### src/design/line_tile_binning_unit_macros.svh
// Assertion helpers shared by the design files
`ifndef LINE_TILE_BINNING_UNIT_MACROS_SVH
`define LINE_TILE_BINNING_UNIT_MACROS_SVH
// implication checked every cycle outside reset
`define LTB_ASSERT_IMP(label, ante, cons) \
	label: assert property (@(posedge clk) disable iff (!arst_n) (ante) |-> (cons)) \
		else $error("assertion failed");
// implication checked in the cycle after the antecedent
`define LTB_ASSERT_NXT(label, ante, cons) \
	label: assert property (@(posedge clk) disable iff (!arst_n) (ante) |=> (cons)) \
		else $error("assertion failed");
`endif

### src/design/ltb_pkg.sv
// ----------------------------------------------------------------------
// ltb_pkg
// Shared types and constants of the line tile binning unit.
// ----------------------------------------------------------------------
package ltb_pkg;
	localparam logic OP_LOAD = 1'b0;
	localparam logic OP_TEST = 1'b1;
	localparam int CFG_BITS = 7;
	localparam int SLOT_BITS = 6;
	localparam int NUM_TILES = 64;
	localparam int QUEUE_DEPTH = 2;
endpackage

### src/design/ltb_front.sv
// ----------------------------------------------------------------------
// ltb_front
// Accepts items, writes tile loads into the box table, queues line tests.
// ----------------------------------------------------------------------
module ltb_front #(
	parameter int COORD_BITS = 20
) (
	input  logic clk,
	input  logic arst_n,
	input  logic in_valid,
	output logic in_stall,
	input  logic op,
	input  logic [ltb_pkg::SLOT_BITS-1:0] slot,
	input  logic signed [COORD_BITS-1:0] bx0,
	input  logic signed [COORD_BITS-1:0] by0,
	input  logic signed [COORD_BITS-1:0] bx1,
	input  logic signed [COORD_BITS-1:0] by1,
	input  logic signed [COORD_BITS-1:0] sx,
	input  logic signed [COORD_BITS-1:0] sy,
	input  logic signed [COORD_BITS-1:0] ex,
	input  logic signed [COORD_BITS-1:0] ey,
	input  logic [COORD_BITS-2:0] thick,
	input  logic back_busy,
	output logic wr_en,
	output logic [ltb_pkg::SLOT_BITS-1:0] wr_slot,
	output logic [4*COORD_BITS-1:0] wr_box,
	output logic q_valid,
	input  logic q_pop,
	output logic [5*COORD_BITS-2:0] q_line
);
	localparam int D = ltb_pkg::QUEUE_DEPTH;
	localparam int LW = 5 * COORD_BITS - 1;
	logic [LW-1:0] mem_q [D];
	logic wp_q, rp_q;
	logic [1:0] cnt_q;
	logic acc, push;

	// a load waits until queued and running tests are done with the table
	assign in_stall = (op == ltb_pkg::OP_TEST) ? (cnt_q == 2'(D)) : (q_valid || back_busy);
	assign acc = in_valid && !in_stall;
	assign push = acc && (op == ltb_pkg::OP_TEST);
	assign wr_en = acc && (op == ltb_pkg::OP_LOAD) && (32'(slot) < ltb_pkg::NUM_TILES);
	assign wr_slot = slot;
	assign wr_box = {by1, bx1, by0, bx0};
	assign q_valid = cnt_q != 2'd0;
	assign q_line = mem_q[rp_q];

	always_ff @(posedge clk) begin
		if (push) mem_q[wp_q] <= {thick, ey, ex, sy, sx};
	end

	always_ff @(posedge clk or negedge arst_n) begin
		if (!arst_n) begin
			wp_q <= 1'b0;
			rp_q <= 1'b0;
			cnt_q <= 2'd0;
		end else begin
			if (push) wp_q <= ~wp_q;
			if (q_pop) rp_q <= ~rp_q;
			cnt_q <= cnt_q + 2'(push) - 2'(q_pop);
		end
	end

	`include "line_tile_binning_unit_macros.svh"
	`LTB_ASSERT_IMP(a_no_overflow, push, cnt_q != 2'(D) || q_pop)
	`LTB_ASSERT_IMP(a_no_underflow, q_pop, q_valid)
	`LTB_ASSERT_IMP(a_cnt_range, 1'b1, cnt_q <= 2'(D))
endmodule

### config.mk
export PLATFORM = sky130hd
export DESIGN_NAME = ltb_front
export DESIGN_NICKNAME = d
export VERILOG_FILES = /design/src/design/ltb_pkg.sv /design/src/design/ltb_front.sv
export VERILOG_INCLUDE_DIRS = /design/src /design/src/design
export SDC_FILE = /design/constraint.sdc
export NUM_CORES = 1
export LEC_CHECK = 0
export BUFFER_PORTS_ARGS = -buffer_cell sky130_fd_sc_hd__buf_2
export CORE_ASPECT_RATIO = 1.75
export CORE_MARGIN = 10
export CORE_UTILIZATION = 51
export DETAILED_ROUTE_END_ITERATION = 8
export GPL_TIMING_DRIVEN = 0
export PLACE_DENSITY = 0.86
export SLEW_MARGIN = 20
export SYNTH_ARGS = -nofsm -noshare
export SYNTH_HDL_FRONTEND = slang
export SYNTH_SLANG_ARGS = --single-unit
### constraint.sdc
create_clock -name clk -period 11.16 [get_ports clk]
set_input_delay 0 -clock clk [delete_from_list [all_inputs] [get_ports clk]]
set_output_delay 0 -clock clk [all_outputs]
set_load 0.005 [all_outputs]
==> flow_metrics.env, run 1 <==
export IMPL_static_leakage_power_nw=5.191
export IMPL_synthTopCellsByArea="edfxtp_1, mux2_4, buf_4"
export IMPL_synth_nets=607
export IMPL_arrival_ps=2130
export IMPL_ys_types=16
export IMPL_setup_worst_path_end_class="register"
export IMPL_drtAntennaViolNets=0
export IMPL_routabilityCongestion=0.7689
export IMPL_die_h_um=190.8
export IMPL_clkLatencyLatePin_ps=480
export IMPL_critPathRequiredTime_ps=11340
export IMPL_critPathMaxFanout=25
export IMPL_critPathSlowestCell="nor2_4"
export IMPL_power_density_nw_per_um2=202.2
export IMPL_yosys_warnings=0
export IMPL_track_usage=0.2034
export IMPL_reg2regPathDepth=5
export IMPL_postLayoutCellArea_um2=12090
export IMPL_syn_inst=414
export IMPL_vias=5107
export IMPL_initial_core_util=0.5196
export IMPL_synth_edf_count=198
export IMPL_skew_ps=12.85
export IMPL_power_total_mw=2.444
export IMPL_antenna_cells=0
export IMPL_grt_ovfl_total=0
export IMPL_ir_worst_vdd_uv=180.9
export IMPL_avgSynthCellArea_um2=20.55
export IMPL_yosysMostFrequentCell="edfxtp_1"
export IMPL_rsz0062_at_grt="false"
export IMPL_clk_pin_slew_ps=70
export IMPL_hpwl_mm=16.68
export IMPL_fin_crit_ps=1944
export IMPL_cp_cell_sequence="nand2b_1 > nand3_1 > nor2_4 > buf_12 > buf_16"
export IMPL_synth_seq_cells=202
export IMPL_hold_viol=0
export IMPL_portBuffers=292
export IMPL_cts_max_level=1
export IMPL_syn_area_um2=8506
export IMPL_seq_area_frac_synth=0.7108
export IMPL_cp_start_kind="register"
export IMPL_cts_sinks=202
export IMPL_drt_total_wl_mm=23.75
export IMPL_drtIter0Drc=218
export IMPL_hold_path_depth=3
export IMPL_max_stage_delay_ps=400
export IMPL_cap_violations=0
export IMPL_wl_per_cell_um=22.15
export IMPL_setup_violations=0
export IMPL_pre_cts_ws_ps=9255
export IMPL_rows=62
export IMPL_critPathKind="register to register"
export IMPL_cts_path_max_buffers=3
export IMPL_die_x_um=117.6
export IMPL_drc_errors=0
export IMPL_finalWorstSetupSlack_ps=9216
export IMPL_slew_headroom=0.7539
export IMPL_layout_drive_gt1_share=0.6250
export IMPL_status="finished clean"
export IMPL_nets=1029
export IMPL_antenna_found_initial=0
export IMPL_grt_pass1_wl_mm=35.55
export IMPL_async_flop_share=0.01980
export IMPL_max_clock_freq_mhz=514.3
export IMPL_slew_viol_final=0
export IMPL_cts_setup_buffers=0
export IMPL_io_pins=379
export IMPL_cts_hold_buf=102
export IMPL_tightest_slew_ps=368.3
export IMPL_viasPerCell=4.764
export IMPL_grt_max_degree=29
export IMPL_area_growth_pct=42.11
export IMPL_synthFlopType="edfxtp_1"
export IMPL_synth_top_cell_by_area="edfxtp_1"
export IMPL_hold_class="input pin to register"
export IMPL_synthDominantCellAreaShare=0.6990
export IMPL_cts_tree="yes"
export IMPL_cts_resized=0
export IMPL_timing_setup_tns_ps=0
export IMPL_post_dp_cell_area_um2=10450
export IMPL_synthTopCellsByCount="edfxtp_1, mux2_4, buf_4, buf_12, dfrtp_1"
export IMPL_die_area_um2=22450
export IMPL_utilization=0.7385
export IMPL_drtPass1Iterations=4
export IMPL_finalCritPeriodShare=0.1742
export IMPL_fillers=903
export IMPL_cts_buffers=18
export IMPL_root_buffer="clkbuf_16"
export IMPL_grt_pass1_vias=5949
export IMPL_core_region_area_um2=16370
==> per-layer routing <==
layer	routed length (um)	vias to the layer above	global-route usage
li1	-	2319	-
met1	7826	2448	0.1989
met2	13200	303	0.3907
met3	2162	37	0.07026
met4	555	0	0.06065
met5	0	-	0
==> through the flow <==
stage	cells	hold WS, ps
floorplan	414	-295.6
global placement	930	-170.0
detailed placement	938	-171.3
CTS	1072	37.66
global route	1072	76.89
finish	1072	67.75
==> area by class of cell <==
| type | count | area [um^2] | share of cell area |
|---|---|---|---|
| inverter | 2 | 7.507 | 0.0006211 |
| clock inverter | 12 | 135.1 | 0.01118 |
| buffer | 97 | 857.1 | 0.07090 |
| sequential | 202 | 6046 | 0.5002 |
| timing repair buffer | 402 | 2673 | 0.2211 |
| tap | 224 | 280.3 | 0.02319 |
| clock buffer | 20 | 479.2 | 0.03964 |
| multi-input combinational | 113 | 1610 | 0.1332 |
==> critical path, delay by kind of cell (launching register included) <==
family | cells | cell delay, ps
buffers and inverters | 2 | 430
AND/OR/NAND/NOR | 3 | 800
flip-flops | 1 | 380
==> state kept, by name, summed over array words and instances, names as in the netlist <==
register,flops
cnt_q,2
mem_q,198
rp_q,1
wp_q,1
==> where the power goes <==
part	leakage, nW	total (mW)	internal [mW]	switching (mW)
Sequential	1.86	0.973	0.942	0.0306
Clock	0.303	0.636	0.362	0.274
Combinational	3.03	0.835	0.483	0.352
Total	5.19	2.44	1.79	0.656
==> cells in the final DEF (no fill, tap or decap), types with 2 or more instances in the layout <==
cell type,n
buf_2,292
edfxtp_1,198
dlygate4sd3_1,102
mux2_4,99
buf_4,86
clkbuf_16,19
buf_12,14
clkinv_2,5
dfrtp_1,4
buf_16,4
xnor2_1,3
clkinv_4,3
inv_1,2
nor2_4,2
ha_1,2
bufinv_16,2
==> cell families after synthesis <==
group | after synthesis | share of synthesized area
DFF | 202 | 0.7108
and+or+nand+nor | 7 | 0.005148
AOI/OAI and AO/OA | 1 | 0.0005878
buffers and inverters | 99 | 0.1016
muxes | 99 | 0.1748
adders and majority gates | 2 | 0.002942
xor gates and xnor gates | 4 | 0.004120
==> path summary, 6_finish.rpt <==
check                              start      endpoint  slack, ps
worst max-delay path            cnt_q[0]  mem_q[1][79]       9220
worst min-delay path                  op          wp_q         70
worst max register to register  cnt_q[0]  mem_q[1][79]       9220
worst min register to register  cnt_q[1]      cnt_q[1]        530
max in group asynchronous         arst_n          rp_q      10470
min in group asynchronous         arst_n      cnt_q[0]        470
(Power assumes the default switching activity.)
==> run 2, diff against run 1 <==
Settings changed: CORE_UTILIZATION 51 to 47, PLACE_DENSITY 0.86 to 0.8.
Clock period 11.16 ns to 2 ns, I/O delays scaled along.
==> flow_metrics.env, run 2 (synthesis gave the netlist of run 1 again) <==
export IMPL_static_leakage_power_nw=5.205
export IMPL_fin_crit_ps=1765
export IMPL_track_usage=0.1861
export IMPL_ir_worst_vdd_uv=736.0
export IMPL_reg2regPathDepth=5
export IMPL_cts_buffers=18
export IMPL_drc_errors=0
export IMPL_final_common_cell="buf_2"
export IMPL_wl_per_cell_um=21.92
export IMPL_initial_core_util=0.4754
export IMPL_cts_setup_buffers=0
export IMPL_grt_max_degree=28
export IMPL_critPathMaxFanout=10
export IMPL_critPathKind="register to output port"
export IMPL_rows=65
export IMPL_hold_path_depth=2
export IMPL_skew_ps=14.62
export IMPL_hold_viol=0
export IMPL_drtAntennaViolNets=0
export IMPL_power_total_mw=13.70
export IMPL_cts_resized=0
export IMPL_layout_common_cells="buf_2, edfxtp_1, dlygate4sd3_1"
export IMPL_layout_drive_gt1_share=0.6204
export IMPL_nets=1032
export IMPL_core_region_area_um2=17890
export IMPL_rsz0062_at_grt="false"
export IMPL_die_area_um2=24090
export IMPL_cap_violations=0
export IMPL_setup_worst_path_end_class="output port"
export IMPL_path_delay_family="buffers and inverters"
export IMPL_drtPass1Iterations=5
export IMPL_hold_class="input pin to output port"
export IMPL_die_h_um=198.0
export IMPL_io_pins=379
export IMPL_drtIter0Drc=199
export IMPL_slew_viol_final=0
export IMPL_cts_max_level=1
export IMPL_max_stage_delay_ps=350
export IMPL_arrival_ps=1760
export IMPL_cp_num_cells=4
export IMPL_power_density_nw_per_um2=1128
export IMPL_finalWorstSetupSlack_ps=235.3
export IMPL_tightest_slew_ps=263.0
export IMPL_cp_start_kind="register"
export IMPL_pre_cts_ws_ps=363.6
export IMPL_root_buffer="clkbuf_16"
export IMPL_cts_path_max_buffers=3
export IMPL_top_regs="mem_q: 198 flops, cnt_q: 2 flops"
export IMPL_drt_total_wl_mm=23.85
export IMPL_regMostFlops="mem_q"
export IMPL_worst_hold_slack_ps=168.7
export IMPL_critPathRequiredTime_ps=2000
export IMPL_timing_setup_tns_ps=0
export IMPL_hpwl_mm=17.31
export IMPL_cp_cell_sequence="buf_6 > buf_12 > mux2_4 > buf_2"
export IMPL_antenna_found_initial=2
export IMPL_status="finished clean"
export IMPL_routabilityCongestion=0.7964
export IMPL_stdcell_count=1088
export IMPL_utilization=0.6786
export IMPL_grt_ovfl_total=0
export IMPL_clk_pin_slew_ps=60
export IMPL_cts_tree="yes"
export IMPL_max_clock_freq_mhz=566.7
export IMPL_portBuffers=292
export IMPL_path_buf_inv=3
export IMPL_grt_pass1_vias=6111
export IMPL_placed_cells=948
export IMPL_critPathSlowestCell="dfrtp_1"
export IMPL_largest_reg_flops=198
export IMPL_area_growth_pct=42.75
export IMPL_cts_sinks=202
export IMPL_die_x_um=121.7
export IMPL_postLayoutCellArea_um2=12140
export IMPL_post_dp_cell_area_um2=10470
export IMPL_vias=5195
export IMPL_setup_violations=0
export IMPL_finalCritPeriodShare=0.8823
export IMPL_grt_pass1_wl_mm=34.40
export IMPL_viasPerCell=4.775
export IMPL_clkLatencyLatePin_ps=480
export IMPL_slew_headroom=0.8251
[run 2: changes by cell type in the layout (fill, tap and decap cells not counted), moves of 2 or more]
cell	before	now
clkinv_1	0	3
diode_2	0	3
dlygate4sd3_1	102	105
buf_12	14	16
buf_16	4	2
clkinv_4	3	1
[run 2: timing repair]
| action | CTS | global route |
|---|---|---|
| endpoints found under the hold margin | 206 | 0 |
| setup endpoints to repair | 0 | 0 |
| hold buffers | 105 | 0 |
[run 2: layout make-up]
type	instances	area (um^2)
Fill cell	1173	5751
Buffer	97	857.1
Multi-Input combinational cell	113	1630
Tap cell	234	292.8
Antenna cell	3	7.507
Timing Repair Buffer	405	2688
Clock buffer	21	483.0
Sequential cell	202	6046
Inverter	2	7.507
Clock inverter	11	130.1
[run 2: worst register-to-register path, cell delays in order (launching register included)]
cell	delay, ps
dfrtp_1	390
nand2b_4	150
nand3_4	110
nor2_4	220
buf_12	230
buf_12	220
[run 2: per-layer routing]
layer  up-vias  wire, um  GRT usage
met1      2492      7586     0.1736
met5         -         0          0
met4         0      1013    0.08780
met3        63      2256    0.06758
met2       307     12990     0.3447
li1       2333         -          -
[run 2: path summary, 6_finish.rpt]
path / start / to / slack (ps)
max: rp_q / q_line[68] / 240
min: by1[1] / wr_box[61] / 170
max reg2reg: cnt_q[0] / mem_q[0][73] / 360
min reg2reg: cnt_q[0] / cnt_q[0] / 560
max in group asynchronous: arst_n / cnt_q[1] / 1390
min in group asynchronous: arst_n / cnt_q[0] / 430
[run 2: report_power, final]
group | switching (mW) | internal (mW) | total [mW]
registers | 0.176 | 5.26 | 5.44
logic | 1.97 | 2.72 | 4.68
clock network | 1.46 | 2.12 | 3.58
total | 3.60 | 10.1 | 13.7
==> run 3, diff against run 2 <==
Settings changed: RECOVER_POWER from default to 100.
==> flow_metrics.env, run 3 (synthesis gave the netlist of run 1 again) <==
export IMPL_power_total_mw=13.31
export IMPL_timing_setup_tns_ps=0
export IMPL_cp_start_kind="register"
export IMPL_cts_sinks=202
export IMPL_hold_path_depth=2
export IMPL_critPathRequiredTime_ps=2000
export IMPL_static_leakage_power_nw=4.509
export IMPL_critPathMaxFanout=10
export IMPL_status="finished clean"
export IMPL_antenna_found_initial=2
export IMPL_routabilityCongestion=0.7964
export IMPL_arrival_ps=1820
export IMPL_cts_buffers=18
export IMPL_setup_worst_path_end_class="output port"
export IMPL_post_dp_cell_area_um2=10470
export IMPL_power_density_nw_per_um2=1132
export IMPL_path_buf_inv=3
export IMPL_die_area_um2=24090
export IMPL_cp_cell_sequence="buf_6 > buf_12 > mux2_1 > buf_2"
export IMPL_grt_pass1_vias=6111
export IMPL_rows=65
export IMPL_reg2regPathDepth=5
export IMPL_die_x_um=121.7
export IMPL_critPathSlowestCell="mux2_1"
export IMPL_viasPerCell=4.760
export IMPL_drtAntennaViolNets=0
export IMPL_worst_hold_slack_ps=176.3
export IMPL_tightest_slew_ps=451.8
export IMPL_regMostFlops="mem_q"
export IMPL_rsz0062_at_grt="false"
export IMPL_placed_cells=948
export IMPL_ir_worst_vdd_uv=735.2
export IMPL_cts_resized=0
export IMPL_hp_start="bx0[14]"
export IMPL_nets=1032
export IMPL_postLayoutCellArea_um2=11750
export IMPL_max_stage_delay_ps=370
export IMPL_clk_pin_slew_ps=60
export IMPL_die_h_um=198.0
export IMPL_grt_ovfl_total=0
export IMPL_final_common_cell="clkbuf_1"
export IMPL_grt_max_degree=28
export IMPL_hold_viol=0
export IMPL_wl_per_cell_um=21.82
export IMPL_cts_path_max_buffers=3
export IMPL_cap_violations=0
export IMPL_largest_reg_flops=198
export IMPL_reg2reg_from="cnt_q[0]"
export IMPL_grt_pass1_wl_mm=34.40
export IMPL_fin_crit_ps=1817
export IMPL_drtPass1Iterations=4
export IMPL_top_regs="mem_q: 198 flops, cnt_q: 2 flops"
export IMPL_core_region_area_um2=17890
export IMPL_hold_class="input pin to output port"
export IMPL_startpoint="rp_q"
export IMPL_track_usage=0.1861
export IMPL_hpwl_mm=17.31
export IMPL_setup_violations=0
export IMPL_drtIter0Drc=196
export IMPL_critPathKind="register to output port"
export IMPL_finalCritPeriodShare=0.9087
export IMPL_io_pins=379
export IMPL_cts_max_level=1
export IMPL_vias=5179
export IMPL_slew_viol_final=0
export IMPL_stdcell_count=1088
export IMPL_root_buffer="clkbuf_16"
export IMPL_max_clock_freq_mhz=550.2
export IMPL_slew_headroom=0.6977
export IMPL_area_growth_pct=38.19
export IMPL_clkLatencyLatePin_ps=480
export IMPL_cp_num_cells=4
export IMPL_path_delay_family="buffers and inverters"
export IMPL_cts_tree="yes"
export IMPL_skew_ps=13.43
export IMPL_drc_errors=0
export IMPL_drt_total_wl_mm=23.74
export IMPL_layout_common_cells="clkbuf_1, edfxtp_1, dlygate4sd3_1"
export IMPL_portBuffers=292
export IMPL_layout_drive_gt1_share=0.3396
export IMPL_initial_core_util=0.4754
-- run 3: changes by cell type in the layout (fill, tap and decap cells not counted), moves of 4 or more --
cell	before	now
buf_2	292	74
buf_4	86	69
clkbuf_1	2	216
clkbuf_2	0	4
clkbuf_4	0	18
mux2_1	0	23
mux2_4	99	76
-- run 3: per-layer routing --
metal	vias to the layer above	GRT usage	routed length (um)
met1	2472	0.1736	7540
met5	-	0	0
met2	312	0.3447	12910
li1	2333	-	-
met3	62	0.06758	2273
met4	0	0.08780	1023
-- run 3: final cells by class --
type	instances	area, um^2
clock buffers	21	483.0
multi-input cells	113	1530
clock inverters	11	130.1
flip-flops and latches	202	6046
plain buffers	97	857.1
repair buffers	405	2400
fillers	1336	6138
inverters	2	7.507
well taps	234	292.8
diodes	3	7.507
-- run 3: repair_timing --
item / CTS / global route
setup buffers: 0 / 0
hold buffers: 105 / 0
endpoints found under the hold margin: 206 / 0
-- run 3: final timing paths --
path	end	slack, ps
worst max-delay path	q_line[68]	180
worst max register to register	mem_q[1][76]	180
min in group asynchronous	cnt_q[0]	430
worst min-delay path	wr_box[14]	180
max in group asynchronous	cnt_q[1]	1390
worst min register to register	cnt_q[0]	570
-- run 3: through the flow --
step | util | setup slack [ps]
floorplan | - | -513.5
global placement | 0.5754 | -1155
detailed placement | 0.5852 | 363.6
CTS | 0.6782 | 193.0
global route | 0.6566 | 91.80
finish | 0.6569 | 182.5
-- run 3: power breakdown --
group          internal, mW  switching, mW
logic                  2.37           1.93
clock network          2.12           1.45
registers              5.26          0.172
total                  9.75           3.56
